### config.mk
export PLATFORM = sky130hd
export DESIGN_NAME = display_page_update_table
export DESIGN_NICKNAME = d
export VERILOG_FILES = /design/src/sv/dput_pkg.sv /design/src/sv/dput_ram.sv /design/src/sv/dput_cfg.sv /design/src/sv/display_page_update_table.sv
export SDC_FILE = /design/constraint.sdc
export NUM_CORES = 1
export LEC_CHECK = 0
export ABC_AREA = 0
export BUFFER_PORTS_ARGS = -buffer_cell sky130_fd_sc_hd__clkbuf_2
export CORE_MARGIN = 4
export CORE_UTILIZATION = 25
export CTS_CLUSTER_DIAMETER = 200
export DETAILED_ROUTE_END_ITERATION = 10
export PLACE_DENSITY_LB_ADDON = 0.12
export SETUP_SLACK_MARGIN = 0.4
export SLEW_MARGIN = 20
export SYNTH_ARGS = -nofsm -noshare
export SYNTH_HDL_FRONTEND = slang
export SYNTH_SLANG_ARGS = --single-unit
### constraint.sdc
create_clock -name clk_i -period 8.47 [get_ports clk_i]
set_input_delay 0.847 -clock clk_i [delete_from_list [all_inputs] [get_ports clk_i]]
set_output_delay 0.847 -clock clk_i [all_outputs]
set_load 0.01 [all_outputs]
### src/sv/dput_pkg.sv
// Shared types and constants of the display page update table.
package dput_pkg;

  localparam int unsigned TABLE_DEPTH = 16;
  localparam int unsigned IDX_W = $clog2(TABLE_DEPTH);
  localparam int unsigned CNT_W = $clog2(TABLE_DEPTH + 1);

  localparam logic [1:0] CMD_ADD_PAGE = 2'd0;
  localparam logic [1:0] CMD_ADD_COLUMN = 2'd1;
  localparam logic [1:0] CMD_COMMIT = 2'd2;

  localparam logic [1:0] REG_MAX_COLUMN = 2'd0;
  localparam logic [1:0] REG_MAX_PAGE_ROW = 2'd1;
  localparam logic [1:0] REG_MAX_PIXEL_ROW = 2'd2;

  localparam logic [7:0] RST_MAX_COLUMN = 8'd159;
  localparam logic [7:0] RST_MAX_PAGE_ROW = 8'd100;
  localparam logic [9:0] RST_MAX_PIXEL_ROW = 10'd104;

  typedef struct packed {
    logic [1:0] cmd;
    logic [7:0] x_pos;
    logic [9:0] row;
    logic [7:0] bits;
  } req_t;

  typedef struct packed {
    logic [7:0] out_x;
    logic [7:0] out_row;
    logic [7:0] out_bits;
    logic       last;
  } rsp_t;

  typedef struct packed {
    logic [7:0] max_column;
    logic [7:0] max_page_row;
    logic [9:0] max_pixel_row;
  } cfg_t;

  // A slot below the fill count is live unless its deleted flag is set.
  typedef struct packed {
    logic       del;
    logic [7:0] x;
    logic [7:0] y;
    logic [7:0] h;
  } slot_t;

  typedef struct packed {
    logic [7:0] x;
    logic [7:0] y;
    logic [7:0] h;
  } page_t;

  typedef enum logic [4:0] {
    ST_IDLE,
    ST_PD_RD,
    ST_PD_CK,
    ST_PE_RD,
    ST_PE_CK,
    ST_INS,
    ST_MI_RD,
    ST_MI_CK,
    ST_MJ_RD,
    ST_MJ_CK,
    ST_MI_WR,
    ST_EE_RD,
    ST_EE_CK,
    ST_ED_RD,
    ST_ED_CK,
    ST_FLUSH
  } state_e;

endpackage

### src/sv/dput_ram.sv
// Single-port synchronous RAM with registered read data.
module dput_ram #(
  parameter int unsigned DEPTH = 16,
  parameter int unsigned WIDTH = 25
) (
  input  logic                     clk_i,
  input  logic                     we_i,
  input  logic                     re_i,
  input  logic [$clog2(DEPTH)-1:0] addr_i,
  input  logic [WIDTH-1:0]         wdata_i,
  output logic [WIDTH-1:0]         rdata_o
);

  logic [WIDTH-1:0] mem [DEPTH];
  logic [WIDTH-1:0] rdata_q;

  always_ff @(posedge clk_i) begin
    if (we_i) begin
      mem[addr_i] <= wdata_i;
    end
    if (re_i) begin
      rdata_q <= mem[addr_i];
    end
  end

  assign rdata_o = rdata_q;

endmodule

### src/sv/dput_cfg.sv
// APB register file holding the range limits.
module dput_cfg (
  input  logic              clk_i,
  input  logic              rst_ni,
  input  logic              psel,
  input  logic              penable,
  input  logic              pwrite,
  input  logic [3:0]        paddr,
  input  logic [31:0]       pwdata,
  output logic [31:0]       prdata,
  output logic              pready,
  output dput_pkg::cfg_t    cfg_o
);

  dput_pkg::cfg_t cfg_q, cfg_d;
  logic           wr;

  assign pready = 1'b1;
  assign wr = psel && penable && pwrite;

  always_comb begin
    cfg_d = cfg_q;
    if (wr) begin
      case (paddr[3:2])
        dput_pkg::REG_MAX_COLUMN: cfg_d.max_column = pwdata[7:0];
        dput_pkg::REG_MAX_PAGE_ROW: cfg_d.max_page_row = pwdata[7:0];
        dput_pkg::REG_MAX_PIXEL_ROW: cfg_d.max_pixel_row = pwdata[9:0];
        default: cfg_d = cfg_q;
      endcase
    end
  end

  always_comb begin
    case (paddr[3:2])
      dput_pkg::REG_MAX_COLUMN: prdata = {24'd0, cfg_q.max_column};
      dput_pkg::REG_MAX_PAGE_ROW: prdata = {24'd0, cfg_q.max_page_row};
      dput_pkg::REG_MAX_PIXEL_ROW: prdata = {22'd0, cfg_q.max_pixel_row};
      default: prdata = 32'd0;
    endcase
  end

  always_ff @(posedge clk_i or negedge rst_ni) begin
    if (!rst_ni) begin
      cfg_q.max_column <= dput_pkg::RST_MAX_COLUMN;
      cfg_q.max_page_row <= dput_pkg::RST_MAX_PAGE_ROW;
      cfg_q.max_pixel_row <= dput_pkg::RST_MAX_PIXEL_ROW;
    end else begin
      cfg_q <= cfg_d;
    end
  end

  assign cfg_o = cfg_q;

endmodule

### src/sv/display_page_update_table.sv
// Top level of the display page update table: sequencer over two slot memories.
// One request is processed at a time; in_ready_o is high only while the sequencer is idle.
// Each visited slot has an RD state (address) and a CK state (registered read data) in
// the single-port slot memories. An add_page scans the used slots of the draw and erase
// tables; an add_column repeats the scans for its second page, if any. A commit is led by
// the pairwise merge of the draw table and also waits while the output side stalls. The
// final page write of a commit carries last set. Fill counts mark used slots, so reset
// needs no clearing pass.
module display_page_update_table (
  input  logic                clk_i,
  input  logic                rst_ni,
  input  logic                in_valid_i,
  output logic                in_ready_o,
  input  dput_pkg::req_t      in_req_i,
  output logic                out_valid_o,
  input  logic                out_ready_i,
  output dput_pkg::rsp_t      out_rsp_o,
  input  logic                psel,
  input  logic                penable,
  input  logic                pwrite,
  input  logic [3:0]          paddr,
  input  logic [31:0]         pwdata,
  output logic [31:0]         prdata,
  output logic                pready
);

  localparam int unsigned CW = dput_pkg::CNT_W;
  localparam int unsigned IW = dput_pkg::IDX_W;
  localparam int unsigned SW = $bits(dput_pkg::slot_t);
  localparam logic [CW-1:0] DEPTH_C = CW'(dput_pkg::TABLE_DEPTH);

  dput_pkg::cfg_t   cfg;
  dput_pkg::state_e state_q, state_d;

  logic [CW-1:0] idx_q, idx_d, jdx_q, jdx_d, k_q, k_d;
  logic [CW-1:0] dcnt_q, dcnt_d, ecnt_q, ecnt_d;
  dput_pkg::page_t page_q, page_d, pg2_q, pg2_d;
  logic          pg2_v_q, pg2_v_d;
  logic          free_v_q, free_v_d, hit_q, hit_d;
  logic [IW-1:0] free_idx_q, free_idx_d;
  logic [7:0]    ix_q, ix_d, iy_q, iy_d, acc_q, acc_d;
  dput_pkg::rsp_t out_q, out_d, pend_q, pend_d;
  logic          out_v_q, out_v_d, pend_v_q, pend_v_d;

  logic          d_we, d_re, e_we, e_re;
  logic [IW-1:0] d_addr, e_addr;
  dput_pkg::slot_t d_wdata, e_wdata, d_rd, e_rd;
  logic [SW-1:0] d_rdata, e_rdata;

  // Request decode.
  logic [15:0]   shifted;
  logic [8:0]    p1;
  logic          ok0, ok1;
  dput_pkg::page_t cp0, cp1;
  logic          out_free, can_emit;
  dput_pkg::rsp_t emit_v;
  logic          do_emit;

  dput_cfg u_cfg (
    .clk_i   (clk_i),
    .rst_ni  (rst_ni),
    .psel    (psel),
    .penable (penable),
    .pwrite  (pwrite),
    .paddr   (paddr),
    .pwdata  (pwdata),
    .prdata  (prdata),
    .pready  (pready),
    .cfg_o   (cfg)
  );

  dput_ram #(.DEPTH(dput_pkg::TABLE_DEPTH), .WIDTH(SW)) u_draw (
    .clk_i   (clk_i),
    .we_i    (d_we),
    .re_i    (d_re),
    .addr_i  (d_addr),
    .wdata_i (d_wdata),
    .rdata_o (d_rdata)
  );

  dput_ram #(.DEPTH(dput_pkg::TABLE_DEPTH), .WIDTH(SW)) u_erase (
    .clk_i   (clk_i),
    .we_i    (e_we),
    .re_i    (e_re),
    .addr_i  (e_addr),
    .wdata_i (e_wdata),
    .rdata_o (e_rdata)
  );

  assign d_rd = dput_pkg::slot_t'(d_rdata);
  assign e_rd = dput_pkg::slot_t'(e_rdata);
  assign in_ready_o = (state_q == dput_pkg::ST_IDLE);
  assign out_valid_o = out_v_q;
  assign out_rsp_o = out_q;
  assign out_free = !out_v_q || out_ready_i;
  assign can_emit = !pend_v_q || out_free;

  always_comb begin
    shifted = 16'({8'd0, in_req_i.bits} << {in_req_i.row[1:0], 1'b0});
    p1 = {1'b0, in_req_i.row[9:2]} + 9'd1;
    cp0 = '0;
    cp1 = '0;
    ok0 = 1'b0;
    ok1 = 1'b0;
    if (in_req_i.cmd == dput_pkg::CMD_ADD_PAGE) begin
      cp0 = '{x: in_req_i.x_pos, y: in_req_i.row[7:0], h: in_req_i.bits};
      ok0 = (in_req_i.x_pos <= cfg.max_column) &&
            (in_req_i.row <= {2'd0, cfg.max_page_row});
    end else if (in_req_i.cmd == dput_pkg::CMD_ADD_COLUMN) begin
      cp0 = '{x: in_req_i.x_pos, y: in_req_i.row[9:2], h: shifted[7:0]};
      cp1 = '{x: in_req_i.x_pos, y: p1[7:0], h: shifted[15:8]};
      if ((in_req_i.x_pos <= cfg.max_column) && (in_req_i.row <= cfg.max_pixel_row)) begin
        ok0 = (in_req_i.row[9:2] <= cfg.max_page_row);
        ok1 = (in_req_i.row[1:0] != 2'd0) && (p1 <= {1'b0, cfg.max_page_row});
      end
    end
  end

  always_comb begin
    state_d = state_q;
    idx_d = idx_q;
    jdx_d = jdx_q;
    k_d = k_q;
    dcnt_d = dcnt_q;
    ecnt_d = ecnt_q;
    page_d = page_q;
    pg2_d = pg2_q;
    pg2_v_d = pg2_v_q;
    free_v_d = free_v_q;
    free_idx_d = free_idx_q;
    hit_d = hit_q;
    ix_d = ix_q;
    iy_d = iy_q;
    acc_d = acc_q;
    out_d = out_q;
    out_v_d = out_v_q && !out_ready_i;
    pend_d = pend_q;
    pend_v_d = pend_v_q;
    d_we = 1'b0;
    d_re = 1'b0;
    d_addr = idx_q[IW-1:0];
    d_wdata = '0;
    e_we = 1'b0;
    e_re = 1'b0;
    e_addr = idx_q[IW-1:0];
    e_wdata = '0;
    emit_v = '0;
    do_emit = 1'b0;

    case (state_q)
      dput_pkg::ST_IDLE: begin
        idx_d = '0;
        free_v_d = 1'b0;
        if (in_valid_i) begin
          if (in_req_i.cmd == dput_pkg::CMD_COMMIT) begin
            state_d = dput_pkg::ST_MI_RD;
          end else if (ok0 || ok1) begin
            page_d = ok0 ? cp0 : cp1;
            pg2_d = cp1;
            pg2_v_d = ok0 && ok1;
            state_d = dput_pkg::ST_PD_RD;
          end
        end
      end
      dput_pkg::ST_PD_RD: begin
        if (idx_q < dcnt_q) begin
          d_re = 1'b1;
          state_d = dput_pkg::ST_PD_CK;
        end else begin
          idx_d = '0;
          hit_d = 1'b0;
          state_d = dput_pkg::ST_PE_RD;
        end
      end
      dput_pkg::ST_PD_CK: begin
        idx_d = idx_q + CW'(1);
        state_d = dput_pkg::ST_PD_RD;
        if (!d_rd.del && d_rd.x == page_q.x && d_rd.y == page_q.y && d_rd.h == page_q.h) begin
          // Already queued for drawing: this page is finished.
          idx_d = '0;
          free_v_d = 1'b0;
          if (pg2_v_q) begin
            page_d = pg2_q;
            pg2_v_d = 1'b0;
          end else begin
            state_d = dput_pkg::ST_IDLE;
          end
        end else if (d_rd.del && !free_v_q) begin
          free_v_d = 1'b1;
          free_idx_d = idx_q[IW-1:0];
        end
      end
      dput_pkg::ST_PE_RD: begin
        if (idx_q < ecnt_q) begin
          e_re = 1'b1;
          state_d = dput_pkg::ST_PE_CK;
        end else if (hit_q) begin
          idx_d = '0;
          free_v_d = 1'b0;
          if (pg2_v_q) begin
            page_d = pg2_q;
            pg2_v_d = 1'b0;
            state_d = dput_pkg::ST_PD_RD;
          end else begin
            state_d = dput_pkg::ST_IDLE;
          end
        end else begin
          state_d = dput_pkg::ST_INS;
        end
      end
      dput_pkg::ST_PE_CK: begin
        // A page that is still on screen cancels its pending erase.
        if (!e_rd.del && e_rd.x == page_q.x && e_rd.y == page_q.y && e_rd.h == page_q.h) begin
          e_we = 1'b1;
          e_wdata = e_rd;
          e_wdata.del = 1'b1;
          hit_d = 1'b1;
        end
        idx_d = idx_q + CW'(1);
        state_d = dput_pkg::ST_PE_RD;
      end
      dput_pkg::ST_INS: begin
        d_wdata = '{del: 1'b0, x: page_q.x, y: page_q.y, h: page_q.h};
        if (free_v_q) begin
          d_we = 1'b1;
          d_addr = free_idx_q;
        end else if (dcnt_q < DEPTH_C) begin
          d_we = 1'b1;
          d_addr = dcnt_q[IW-1:0];
          dcnt_d = dcnt_q + CW'(1);
        end
        idx_d = '0;
        free_v_d = 1'b0;
        if (pg2_v_q) begin
          page_d = pg2_q;
          pg2_v_d = 1'b0;
          state_d = dput_pkg::ST_PD_RD;
        end else begin
          state_d = dput_pkg::ST_IDLE;
        end
      end
      dput_pkg::ST_MI_RD: begin
        if (idx_q < dcnt_q) begin
          d_re = 1'b1;
          state_d = dput_pkg::ST_MI_CK;
        end else begin
          idx_d = '0;
          state_d = dput_pkg::ST_EE_RD;
        end
      end
      dput_pkg::ST_MI_CK: begin
        if (d_rd.del) begin
          idx_d = idx_q + CW'(1);
          state_d = dput_pkg::ST_MI_RD;
        end else begin
          ix_d = d_rd.x;
          iy_d = d_rd.y;
          acc_d = d_rd.h;
          jdx_d = idx_q + CW'(1);
          state_d = dput_pkg::ST_MJ_RD;
        end
      end
      dput_pkg::ST_MJ_RD: begin
        d_addr = jdx_q[IW-1:0];
        if (jdx_q < dcnt_q) begin
          d_re = 1'b1;
          state_d = dput_pkg::ST_MJ_CK;
        end else begin
          state_d = dput_pkg::ST_MI_WR;
        end
      end
      dput_pkg::ST_MJ_CK: begin
        d_addr = jdx_q[IW-1:0];
        if (!d_rd.del && d_rd.x == ix_q && d_rd.y == iy_q) begin
          acc_d = acc_q | d_rd.h;
          d_we = 1'b1;
          d_wdata = d_rd;
          d_wdata.del = 1'b1;
        end
        jdx_d = jdx_q + CW'(1);
        state_d = dput_pkg::ST_MJ_RD;
      end
      dput_pkg::ST_MI_WR: begin
        d_we = 1'b1;
        d_wdata = '{del: 1'b0, x: ix_q, y: iy_q, h: acc_q};
        idx_d = idx_q + CW'(1);
        state_d = dput_pkg::ST_MI_RD;
      end
      dput_pkg::ST_EE_RD: begin
        if (idx_q < ecnt_q) begin
          e_re = 1'b1;
          state_d = dput_pkg::ST_EE_CK;
        end else begin
          idx_d = '0;
          k_d = '0;
          state_d = dput_pkg::ST_ED_RD;
        end
      end
      dput_pkg::ST_EE_CK: begin
        emit_v = '{out_x: e_rd.x, out_row: e_rd.y, out_bits: 8'd0, last: 1'b0};
        if (e_rd.del) begin
          idx_d = idx_q + CW'(1);
          state_d = dput_pkg::ST_EE_RD;
        end else if (can_emit) begin
          do_emit = 1'b1;
          idx_d = idx_q + CW'(1);
          state_d = dput_pkg::ST_EE_RD;
        end
      end
      dput_pkg::ST_ED_RD: begin
        if (idx_q < dcnt_q) begin
          d_re = 1'b1;
          state_d = dput_pkg::ST_ED_CK;
        end else begin
          ecnt_d = k_q;
          dcnt_d = '0;
          state_d = dput_pkg::ST_FLUSH;
        end
      end
      dput_pkg::ST_ED_CK: begin
        emit_v = '{out_x: d_rd.x, out_row: d_rd.y, out_bits: d_rd.h, last: 1'b0};
        e_addr = k_q[IW-1:0];
        e_wdata = d_rd;
        if (d_rd.del) begin
          idx_d = idx_q + CW'(1);
          state_d = dput_pkg::ST_ED_RD;
        end else if (can_emit) begin
          do_emit = 1'b1;
          e_we = 1'b1;
          k_d = k_q + CW'(1);
          idx_d = idx_q + CW'(1);
          state_d = dput_pkg::ST_ED_RD;
        end
      end
      dput_pkg::ST_FLUSH: begin
        // The held write is the final one of the commit.
        if (!pend_v_q) begin
          state_d = dput_pkg::ST_IDLE;
        end else if (out_free) begin
          out_d = pend_q;
          out_d.last = 1'b1;
          out_v_d = 1'b1;
          pend_v_d = 1'b0;
          state_d = dput_pkg::ST_IDLE;
        end
      end
      default: begin
        state_d = dput_pkg::ST_IDLE;
      end
    endcase

    // One write is held back so that the last one can be flagged.
    if (do_emit) begin
      if (pend_v_q) begin
        out_d = pend_q;
        out_v_d = 1'b1;
      end
      pend_d = emit_v;
      pend_v_d = 1'b1;
    end
  end

  always_ff @(posedge clk_i or negedge rst_ni) begin
    if (!rst_ni) begin
      state_q <= dput_pkg::ST_IDLE;
      idx_q <= '0;
      jdx_q <= '0;
      k_q <= '0;
      dcnt_q <= '0;
      ecnt_q <= '0;
      pg2_v_q <= 1'b0;
      free_v_q <= 1'b0;
      hit_q <= 1'b0;
      out_v_q <= 1'b0;
      pend_v_q <= 1'b0;
    end else begin
      state_q <= state_d;
      idx_q <= idx_d;
      jdx_q <= jdx_d;
      k_q <= k_d;
      dcnt_q <= dcnt_d;
      ecnt_q <= ecnt_d;
      pg2_v_q <= pg2_v_d;
      free_v_q <= free_v_d;
      hit_q <= hit_d;
      out_v_q <= out_v_d;
      pend_v_q <= pend_v_d;
    end
  end

  always_ff @(posedge clk_i) begin
    page_q <= page_d;
    pg2_q <= pg2_d;
    free_idx_q <= free_idx_d;
    ix_q <= ix_d;
    iy_q <= iy_d;
    acc_q <= acc_d;
    out_q <= out_d;
    pend_q <= pend_d;
  end

endmodule
==> results.yml <==
timing:
  final_max_slew_viol_count: 0
  fin_crit_ns: 5.209
  slew-limit-headroom: 0.2428
  setup_violations: 0
  tns_ns: 0
  tightest_slew_ns: 1.133
  finClkSkew_ns: 0.05263
  hold_viol_final: 0
  post-route-period-util: 0.6149
  max_freq_ghz: 0.1920
  rsz0062_at_grt: "false"
clock_tree:
  cts_tree: "done"
  numCtsBuffers: 113
  post_cts_resized: 0
  h-tree-depth: 3
  ctsHoldBuffers: 0
  cts_root_buf: "clkbuf_16"
  clock_sinks: 1033
  clk_latency_ns: 0.75
  clk_pin_slew_ns: 0.06
  clockBufferDepth: 3
  postCtsSetupBuffers: 0
status:
  outcome: "finished clean"
global_route:
  grt_util_all_layers: 0.1412
  top_usage_layer: "met2"
  grt_util_met2: 0.2438
  grt_pass1_vias: 26160
  grt-ovfl-total: 0
  gr-usage-met1: 0.1872
  grt_pass1_wl_um: 187000
  grt_use_met3: 0.01876
  grt_max_degree: 129
  antenna_found_initial: 1
layout:
  utilization: 0.2932
  layout_commonest_cell: "edfxtp_1"
  mostFrequentLayoutCells: "973 x edfxtp_1, 412 x nand2_1, 134 x o21ai_0"
  syn2layout_area_growth_pct: 16.63
  multi_input_area_um2: 12310
  drive_gt1_frac: 0.1727
  nFillCells: 17350
  final_cells: 5482
  seq_area_um2: 30730
  nNetsFinal: 3194
power_and_ir_drop:
  ir_drop_mv: 0.2493
  p_per_area_nw_per_um2: 293.7
  p_comb_frac: 0.255
  p_seq_frac: 0.426
  cell_internal_pwr_uw: 10040
  switching_power_uw: 4943
  switching_share: 0.3298
  p_total_uw: 14990
  pwr-share-clk: 0.319
  power.leakage_uw: 0.01669
critical_path:
  cp-end-kind: "flip-flop"
  crit_type: "reg -> reg"
  cp-start-kind: "flip-flop"
  cp.arrival_ns: 5.56
  cp.required_ns: 8.82
  crit_fanout: 26
yosys:
  ys_warn_count: 0
  ys_types: 82
  synthArstFlopShare: 0.05808
  synth_edf_count: 973
  synth_area_um2: 43750
  synth_top_flop_cell: "edfxtp_1"
  synth-seq-cells: 1033
  synth_cells: 2923
  synth.avg_cell_area_um2: 14.97
  yosysSeqAreaShare: 0.7025
routing:
  ant_nets: 0
  vias_per_cell: 4.610
  drtIter0Drc: 1901
  wirelength_um: 130400
  drt-wirelength-per-cell_um: 23.79
  via_count: 25270
  dr.pass1.iters: 5
  drc: 0
floorplan:
  ioPinCount: 131
  rows: 153
  die_y_um: 426.3
  die_w_um: 426.3
  start_util: 0.2514
  die_area_um2: 181800
  core_area_um2: 174000
placed_design:
  hpwl_um: 80330
  dp.cells: 5273
  io_buffers: 83
  gp_congestion: 0.8218
job:
  max_cap_viol_count: 0
min_path:
  min_path_type: "in -> async"
## flip-flops by register name (all words and copies together), names as in the netlist, 4 cells and up, named ones only
register         count
u_erase.rdata_o     25
u_cfg.cfg_o         26
acc_q                8
iy_q                 8
pg2_q               22
ecnt_q               5
u_draw.mem         400
page_q              24
pend_q              24
u_erase.mem        400
free_idx_q           4
state_q              4
idx_q                5
dcnt_q               5
u_draw.rdata_o      25
jdx_q                5
ix_q                 8
k_q                  5
## worst paths after layout
check                                                to  slack [ns]  cells past startpoint                   start
setup / recovery           u_erase.mem[7][20]$_DFFE_PP_        3.26                      8  state_q[2]$_DFFE_PN0P_
hold / removal               u_cfg.cfg_o[8]$_DFFE_PN0P_        0.30                      2                  rst_ni
setup reg to reg           u_erase.mem[7][20]$_DFFE_PP_        3.26                      8  state_q[2]$_DFFE_PN0P_
hold reg to reg                     pg2_v_q$_DFFE_PN0P_        0.49                      1     pg2_v_q$_DFFE_PN0P_
max in group asynchronous          jdx_q[2]$_DFFE_PN0P_        7.55                      2                  rst_ni
min in group clk_i           u_cfg.cfg_o[9]$_DFFE_PN0P_        0.34                      3               pwdata[9]
## stage by stage
| stage | hold slack [ns] | setup WS [ns] | cell area [um2] |
|---|---|---|---|
| global placement | 0.4781 | 3.244 | 47290 |
| floorplan | 0.4374 | 4.079 | 43830 |
| detailed placement | 0.4812 | 3.166 | 47380 |
| CTS | 0.2536 | 3.134 | 50970 |
| global route | 0.2925 | 2.858 | 51020 |
| finish | 0.2986 | 3.261 | 51030 |
## critical path: stages, from the launching register on
cell and delay, ns:
dfrtp_1 0.87, nand2_1 0.37, nor2_2 0.78, nand3b_1 0.24
o31ai_4 0.11, buf_4 0.51, o21ai_0 0.53, nor3_2 0.87
buf_4 0.53
## cell usage after synthesis (all sizes together), types with 12 or more instances
| library cell | number | share of area |
|---|---|---|
| mux2 | 17 | 0.0044 |
| nor3 | 16 | 0.0021 |
| nand2b | 17 | 0.0024 |
| nand3 | 80 | 0.0092 |
| nor2 | 86 | 0.0075 |
| o21ai | 153 | 0.018 |
| xnor2 | 41 | 0.0082 |
| dfrtp | 48 | 0.027 |
| and2 | 51 | 0.0073 |
| mux4 | 100 | 0.051 |
| a21o | 16 | 0.0027 |
| inv | 77 | 0.0066 |
| nor2b | 12 | 0.0018 |
| xor2 | 38 | 0.0076 |
| buf | 105 | 0.015 |
| nand2 | 415 | 0.036 |
| dfstp | 12 | 0.0072 |
| a32oi | 25 | 0.0050 |
| a22o | 36 | 0.0072 |
| nand4 | 24 | 0.0034 |
| clkbuf | 65 | 0.0056 |
| a22oi | 77 | 0.013 |
| mux2i | 116 | 0.027 |
| a21oi | 125 | 0.014 |
| ha | 59 | 0.017 |
| o211ai | 30 | 0.0051 |
| edfxtp | 973 | 0.67 |
## layout make-up
type,instances,share of cell area
Antenna cell,2,0.00009808
Clock buffer,133,0.05770
Clock inverter,73,0.01265
Inverter,78,0.005738
Multi-Input combinational cell,1663,0.2413
Sequential cell,1033,0.6023
Tap cell,2325,0.05701
Timing Repair Buffer,175,0.02320
## per-layer routing
layer,share of wire,up-vias,wire [um]
li1,-,11440,-
met1,0.45,13130,58040
met2,0.50,529,64940
met3,0.033,177,4367
met4,0.023,0,3037
met5,0,-,0
## power by group through the flow
stage,sequential (uW),combinational (uW),clock [uW]
2_1_floorplan,6290,2680,0
3_3_place_gp,6490,3830,0
3_5_place_dp,6500,3870,0
4_1_cts,6390,3900,4920
5_1_grt,6420,4210,5130
6_report,6390,3820,4780
## cell families after synthesis
group | share of synthesized area
compound gates | 0.07907
xor+xnor | 0.01581
fa+ha+maj | 0.01687
buf+inv | 0.02745
flops | 0.7025
mux | 0.08239
other cells | 0.0001716
simple gates | 0.07575
Power figures use the tool's default switching activity.
